===== src/sv/cwf_pkg.sv =====
// Shared types and constants of the 2D window convolution filter.
package cwf_pkg;

  localparam int PIX_W       = 8;
  localparam int COEF_W      = 12;
  localparam int COEF_ROWS   = 5;
  localparam int ROW_W       = 12;
  localparam int OCOL_W      = 10;
  localparam int VALUE_W     = 25;
  localparam int PSUM_W      = 24;
  localparam int SUM_W       = 26;
  localparam int CFG_W       = 60;
  localparam int CFG_AW      = 3;
  localparam int FW_W        = 11;
  localparam int FH_W        = 13;
  localparam int KS_W        = 3;
  localparam int MAX_HEIGHT  = 4096;
  localparam int FIFO_DEPTH  = 8;
  localparam int OUT_TDATA_W = 48;

  localparam int MAX_KERNEL_DEF = 5;
  localparam int MAX_WIDTH_DEF  = 1024;

  typedef enum logic [CFG_AW-1:0] {
    REG_FRAME_WIDTH  = 3'd0,
    REG_FRAME_HEIGHT = 3'd1,
    REG_KERNEL_SIZE  = 3'd2,
    REG_COEF_ROW_0   = 3'd3,
    REG_COEF_ROW_1   = 3'd4,
    REG_COEF_ROW_2   = 3'd5,
    REG_COEF_ROW_3   = 3'd6,
    REG_COEF_ROW_4   = 3'd7
  } cfg_reg_t;

  typedef struct packed {
    logic                      last;
    logic signed [VALUE_W-1:0] value;
    logic [OCOL_W-1:0]         col;
    logic [ROW_W-1:0]          row;
  } out_item_t;

endpackage


===== src/sv/cwf_cell.sv =====
// Window column cell: holds one pixel column, passes it on, forms its column product sum.
module cwf_cell #(
  parameter int KC = 5
) (
  input  logic                                clk,
  input  logic                                shift_en,
  input  logic [cwf_pkg::PIX_W-1:0]           col_in  [KC],
  input  logic signed [cwf_pkg::COEF_W-1:0]   coef    [KC],
  output logic [cwf_pkg::PIX_W-1:0]           col_out [KC],
  output logic signed [cwf_pkg::PSUM_W-1:0]   psum
);
  import cwf_pkg::*;

  logic [PIX_W-1:0]         pix_r [KC];
  logic signed [PSUM_W-1:0] psum_r;
  logic signed [PSUM_W-1:0] psum_nxt;
  logic signed [PIX_W+COEF_W:0] prod;

  // drop taps outside the active kernel so stale or unwritten pixels never reach the sum
  always_comb begin
    psum_nxt = '0;
    prod     = '0;
    for (int i = 0; i < KC; i++) begin
      if (coef[i] != '0) begin
        prod = $signed({1'b0, pix_r[i]}) * coef[i];
      end else begin
        prod = '0;
      end
      psum_nxt = psum_nxt + PSUM_W'(prod);
    end
  end

  always_ff @(posedge clk) begin
    if (shift_en) begin
      pix_r <= col_in;
    end
    psum_r <= psum_nxt;
  end

  assign col_out = pix_r;
  assign psum    = psum_r;

endmodule


===== config.mk =====
export PLATFORM = sky130hd
export DESIGN_NAME = cwf_cell
export DESIGN_NICKNAME = d
export VERILOG_FILES = /design/src/sv/cwf_pkg.sv /design/src/sv/cwf_cell.sv
export SDC_FILE = /design/constraint.sdc
export NUM_CORES = 1
export LEC_CHECK = 0
export CAP_MARGIN = 20
export CORE_AREA = 2 2 214 216
export DETAILED_ROUTE_END_ITERATION = 10
export DIE_AREA = 0 0 216 218
export DONT_BUFFER_PORTS = 1
export GPL_TIMING_DRIVEN = 0
export PLACE_DENSITY = 0.66
export SLEW_MARGIN = 20
export SYNTH_ARGS = -nofsm -noshare
export SYNTH_HDL_FRONTEND = slang
export SYNTH_SLANG_ARGS = --single-unit

===== constraint.sdc =====
create_clock -name clk -period 10.9 [get_ports clk]
set_input_delay 1.635 -clock clk [delete_from_list [all_inputs] [get_ports clk]]
set_output_delay 1.635 -clock clk [all_outputs]
set_load 0.005 [all_outputs]

==> results of run 1 <==
routing by layer:
| layer | track usage (%) | vias to the layer above | routed length [microns] |
|---|---|---|---|
| li1 | - | 7963 | - |
| met1 | 32.3 | 8547 | 23800 |
| met2 | 40.1 | 425 | 25700 |
| met3 | 4.42 | 69 | 3120 |
| met4 | 7.12 | 0 | 1300 |
| met5 | 0 | - | 0 |
path summary, 6_finish.rpt:
check	slack, ns	depth (start not counted)	endpoint	from
max	1.39	29	psum[23]	coef[59]
min	0.75	2	psum[0]	col_out[16]
max reg2reg	2.14	29	psum[23]	col_out[32]
min reg2reg	0.75	2	psum[0]	col_out[16]
synthesized netlist by cell type (all sizes together) (3+ instances only):
library cell,count
inv,663
or4,4
nand3,25
clkbuf,78
a2111o,3
a211oi,9
o21ai,38
a21o,44
nor2,69
fa,455
and3,21
a41oi,5
o311a,4
a31oi,15
a311oi,3
o21bai,9
o211ai,7
ha,234
dfxtp,24
mux2i,7
nor4,21
a211o,5
edfxtp,40
nor4b,3
xor2,31
a21oi,71
nor3,21
nand2b,14
nor3b,3
o31a,5
and2,288
nand2,289
o21a,14
xnor2,57
nand4,13
layout make-up:
type	count	area, sq um
plain buffers	79	298
clock buffers	11	275
clock inverters	5	41.3
fillers	4148	20800
inverters	664	2490
multi-input cells	1814	18500
flip-flops and latches	64	1680
well taps	600	751
flip-flops by register name, summed over array words and instances (netlist names):
signal   count
col_out     40
psum        24
through the flow:
stage               instances  setup WS (ns)  cell area (sq um)
floorplan                2621           2.11              23000
global placement         3221           1.16              23800
detailed placement       3221           1.08              23800
CTS                      3237           1.49              24100
global route             3237          0.955              24100
finish                   3237           1.39              24100
cells by family after synthesis:
group,after synthesis
AOI/OAI and AO/OA,249
xor gates and xnor gates,88
adders and majority gates,689
buffers and inverters,743
DFF,64
muxes,8
and+or+nand+nor,780
tightest hold or removal path, cell delays in order, from the launching register on:
cell      delay [ns]
edfxtp_1        0.42
and2_1          0.17
ha_1            0.12
==> results.py, run 1 <==
metrics = {
    "floorplan": {
        "die_area_sq_um": 47100,
        "core_sq_um": 44900,
        "io_pins": 166,
        "die_h_microns": 218,
        "num_rows": 78,
        "start_util_pct": 51.3,
        "dieWidth_microns": 216,
    },
    "cts": {
        "post_cts_resize_count": 0,
        "ctsHoldBuffers": 0,
        "cts_buffers": 9,
        "clkSinkCount": 64,
        "clockBufferDepth": 2,
        "clkSlewWorstSetupHoldPaths_ns": 0.07,
        "cts_tree": "yes",
        "h-tree-depth": 3,
        "cts_setup_buffers": 0,
        "root_buffer": "clkbuf_16",
        "clk_latency_ns": 0.40,
    },
    "grt": {
        "overflow": 0,
        "grt_antenna_before_repair": 1,
        "track_usage_pct": 24.1,
        "grt_start_max_net_pins": 41,
        "grt_pass1_vias": 17900,
        "grt_pass1_wl_microns": 90100,
    },
    "detailed_routing": {
        "vias_per_cell": 5.25,
        "drtPass1Iterations": 7,
        "drt_wl_total_microns": 53900,
        "routedWlPerCell_microns": 16.6,
        "ant_nets": 0,
        "dr_total_vias": 17000,
        "drt_iter0_markers": 1103,
        "drcViolationCount": 0,
    },
    "layout": {
        "diodes": 0,
        "syn2layout_area_growth_pct": 4.64,
        "final_util_pct": 53.6,
        "final_cell_mix": "inv_1, fa_1, nand2_1",
        "final_nets": 3423,
        "layout-drive-gt1-share_pct": 1.02,
        "layout_commonest_cell": "inv_1",
    },
    "synthesis": {
        "synth_xor_area_share_pct": 3.35,
        "synth_top_family_by_area": "adder cells",
        "yosysUniqueCellTypes": 65,
        "netlist_instances": 2621,
        "ys.flop_type": "edfxtp_1",
        "ys_top_cells_by_area": "fa_1, ha_1, inv_1",
        "yosysTopAreaCell": "fa_1",
        "synth_mux_area_share_pct": 0.353,
        "synth_simple_gate_area_share_pct": 17.2,
        "synth_area_sq_um": 23000,
        "synth_compound_area_share_pct": 7.32,
        "yosysTopAreaCellShare_pct": 39.6,
        "synthArstFlopShare_pct": 0,
        "synth_edf_count": 40,
        "yosysSeqAreaShare_pct": 7.31,
        "synthAdderAreaFrac_pct": 52.3,
        "syn_nets": 3412,
        "synth_warnings": 0,
        "synth.avg_cell_area_sq_um": 8.78,
        "synth_seq_cells": 64,
    },
    "timing": {
        "setup_tns_ns": 0,
        "holdWs_ns": 0.748,
        "skew_ns": 0.0131,
        "period_needed_ns": 9.51,
        "fin_crit_sh_pct": 87.2,
        "finalSetupViolCount": 0,
        "drv_slew": 0,
        "max_freq_mhz": 105,
        "slew_headroom_pct": 40.7,
        "hold_violations": 0,
        "rsz0062_at_grt": "false",
        "tightest_slew_ns": 0.881,
    },
    "critical_path": {
        "crit_buf_inv": 6,
        "critPathRequiredTime_ns": 11.17,
        "cp.arrival_ns": 9.78,
        "crit_family": "adder cells",
        "path_class": "primary input to register",
        "critPathSlowestCell": "fa_1",
        "startpoint_type": "primary input",
        "critical_path_peak_fanout": 9,
        "cpPeakStageDelay_ns": 0.65,
        "endpoint_kind": "register",
        "worst_path_most_repeated_cell": "fa_1",
    },
    "placement": {
        "portBuffers": 0,
        "hpwlAfterDp_microns": 46000,
        "place.gp.congestion": 0.925,
    },
    "run": {
        "maxCapViolations": 0,
    },
    "status": {
        "status": "finished, final reports clean",
    },
    "worst_hold_path": {
        "min_path_type": "register to register",
    },
}
Power of run 1 is left out: the tool's default activity adds up to more than one toggle a clock period on the data nets, which glitch-free logic cannot reach.
==> run 2: changes to the inputs <==
Settings changed: ABC_AREA set to 1, CORE_AREA 2 2 214 216 to 2 2 225 227, DIE_AREA 0 0 216 218 to 0 0 227 229, GPL_ROUTABILITY_DRIVEN set to 0, TNS_END_PERCENT set to 1.
==> run 2 against run 1 <==
  * Die area grew 10%
  * Worst setup slack gained 0.99 ns
  * Fmax grew 12%
  * Worst hold slack gained 0.18 ns
  * Non-clock buffer count grew 29
  * Synthesized area grew 11%
  * Via count grew 20%
  * Final cell count grew 35%
  * Synthesized cell count grew 41%
  * Count of clock-buffer cells in the layout shrank 1
  * Highest routed layer unchanged
==> results.py, run 2 <==
metrics = {
    "status": {
        "status": "finished, final reports clean",
    },
    "detailed_routing": {
        "routedWlPerCell_microns": 13.5,
        "drtPass1Iterations": 5,
        "drt_wl_total_microns": 59100,
        "dr_total_vias": 20500,
        "drcViolationCount": 0,
        "drt_iter0_markers": 1191,
        "ant_nets": 0,
        "vias_per_cell": 4.67,
    },
    "critical_path": {
        "critical_path_peak_fanout": 9,
        "r2r_end": "psum[23]",
        "path_class": "primary input to register",
        "r2r_cells": 30,
        "critPathSlowestCell": "fa_1",
        "cp.arrival_ns": 8.78,
        "startpoint_type": "primary input",
        "cpPeakStageDelay_ns": 0.63,
        "critPathRequiredTime_ns": 11.16,
        "endpoint_kind": "register",
        "r2r-start": "col_out[26]",
        "reg2reg_slack_ns": 3.26,
    },
    "grt": {
        "grt_pass1_wl_microns": 100000,
        "grt_pass1_vias": 20400,
        "grt_start_max_net_pins": 41,
        "overflow": 0,
        "track_usage_pct": 24.3,
        "grt_antenna_before_repair": 0,
    },
    "cts": {
        "cts_buffers": 9,
        "root_buffer": "clkbuf_16",
        "ctsHoldBuffers": 0,
        "h-tree-depth": 3,
        "post_cts_resize_count": 0,
        "cts_tree": "yes",
        "clockBufferDepth": 2,
        "clkSlewWorstSetupHoldPaths_ns": 0.08,
        "clkSinkCount": 64,
        "clk_latency_ns": 0.40,
        "cts_setup_buffers": 0,
    },
    "timing": {
        "max_freq_mhz": 117,
        "finalSetupViolCount": 0,
        "fin_crit_sh_pct": 78.2,
        "holdWs_ns": 0.930,
        "setup_tns_ns": 0,
        "skew_ns": 0.0228,
        "period_needed_ns": 8.52,
        "rsz0062_at_grt": "false",
        "slew_headroom_pct": 48.9,
        "hold_violations": 0,
        "tightest_slew_ns": 0.759,
        "drv_slew": 0,
        "setup_ws_ns": 2.38,
    },
    "layout": {
        "final_nets": 4500,
        "largest_reg_flops": 40,
        "final_util_pct": 53.8,
        "syn2layout_area_growth_pct": 4.45,
        "diodes": 0,
        "layout_commonest_cell": "inv_1",
        "final_cell_mix": "inv_1, nand2_1, fa_1",
        "layout-drive-gt1-share_pct": 2.75,
    },
    "synthesis": {
        "yosys.cell_count.top_type": "inv_1",
        "ys_top_cells_by_area": "fa_1, inv_1, nand2_1",
        "yosysTopAreaCellShare_pct": 35.6,
        "synth_edf_count": 40,
        "yosysUniqueCellTypes": 36,
        "synth.avg_cell_area_sq_um": 6.92,
        "yosysSeqAreaShare_pct": 6.57,
        "netlist_instances": 3698,
        "synth_seq_cells": 64,
        "synth_area_sq_um": 25600,
        "syn_nets": 4489,
        "synth_warnings": 0,
        "yosysTopAreaCell": "fa_1",
        "ys.flop_type": "edfxtp_1",
        "synthArstFlopShare_pct": 0,
        "synthTopCellsByCount": "inv_1, nand2_1, fa_1",
    },
    "floorplan": {
        "dieWidth_microns": 227,
        "start_util_pct": 51.5,
        "core_sq_um": 49700,
        "num_rows": 82,
        "die_h_microns": 229,
        "io_pins": 166,
        "die_area_sq_um": 52000,
    },
    "run": {
        "maxCapViolations": 0,
    },
    "worst_hold_path": {
        "worstHoldPathCells": 4,
        "holdPathEnd": "psum[0]",
        "min-delay-start": "col_out[8]",
        "min_path_type": "register to register",
    },
    "placement": {
        "hpwlAfterDp_microns": 51400,
        "pre_cts_slack_ns": 1.95,
        "portBuffers": 0,
    },
}
==> run 2: cell count changes after synthesis, sizes merged, moves of 21 or more <==
cell	before	now
xor2	31	10
xnor2	57	5
and2	288	12
buf	1	45
nor2	69	145
a21o	44	1
a21oi	71	94
inv	663	1202
nand3	25	101
nand2	289	1176
==> run 2: layout make-up <==
class                   count  area, sq um
plain buffers             108          534
clock buffers              10          250
clock inverters             6         47.5
fillers                  5078        22900
inverters                1202         4510
multi-input cells        2324        18900
flip-flops and latches     64         1680
well taps                 672          841
==> run 2: kinds of logic after synthesis <==
family	after synthesis	synth area share (%)
xor+xnor	15	0.513
simple gates	1495	23.6
fa+ha+maj	689	47.0
compound gates	125	2.56
flops	64	6.57
buf+inv	1310	19.7
==> run 2: worst max-delay path: cells and delay by family <==
kind / cells / cell delay [ns]
adder cells (fa/ha/maj): 9 / 4.52
AND/OR/NAND/NOR: 13 / 1.66
buffers and inverters: 8 / 0.96
==> run 2: stage by stage <==
stage | instances | instance area (sq um)
after floorplan | 3698 | 25600
final | 4386 | 26700
after global placement | 4370 | 26400
after CTS | 4386 | 26700
after detailed placement | 4370 | 26400
after global routing | 4386 | 26700
==> run 2: how the worst max path moves through the flow <==
| stage | startpoint | to | slack, ns | depth (start not counted) |
|---|---|---|---|---|
| global route | coef[47] | psum[23] | 1.81 | 31 |
| finish | coef[47] | psum[23] | 2.38 | 30 |
| detailed placement | coef[47] | psum[23] | 1.95 | 30 |
| global placement | coef[47] | psum[23] | 1.96 | 30 |
| CTS | coef[47] | psum[23] | 2.36 | 30 |
| floorplan | coef[47] | psum[23] | 2.93 | 30 |
==> run 2: routing by layer <==
layer	wire length, microns	vias to the layer above	global-route usage, %
li1	-	10400	-
met1	27200	9608	33.2
met2	27700	393	40.4
met3	2570	69	3.31
met4	1610	0	7.17
met5	0	-	0
Power of run 2 is left out for the same reason.
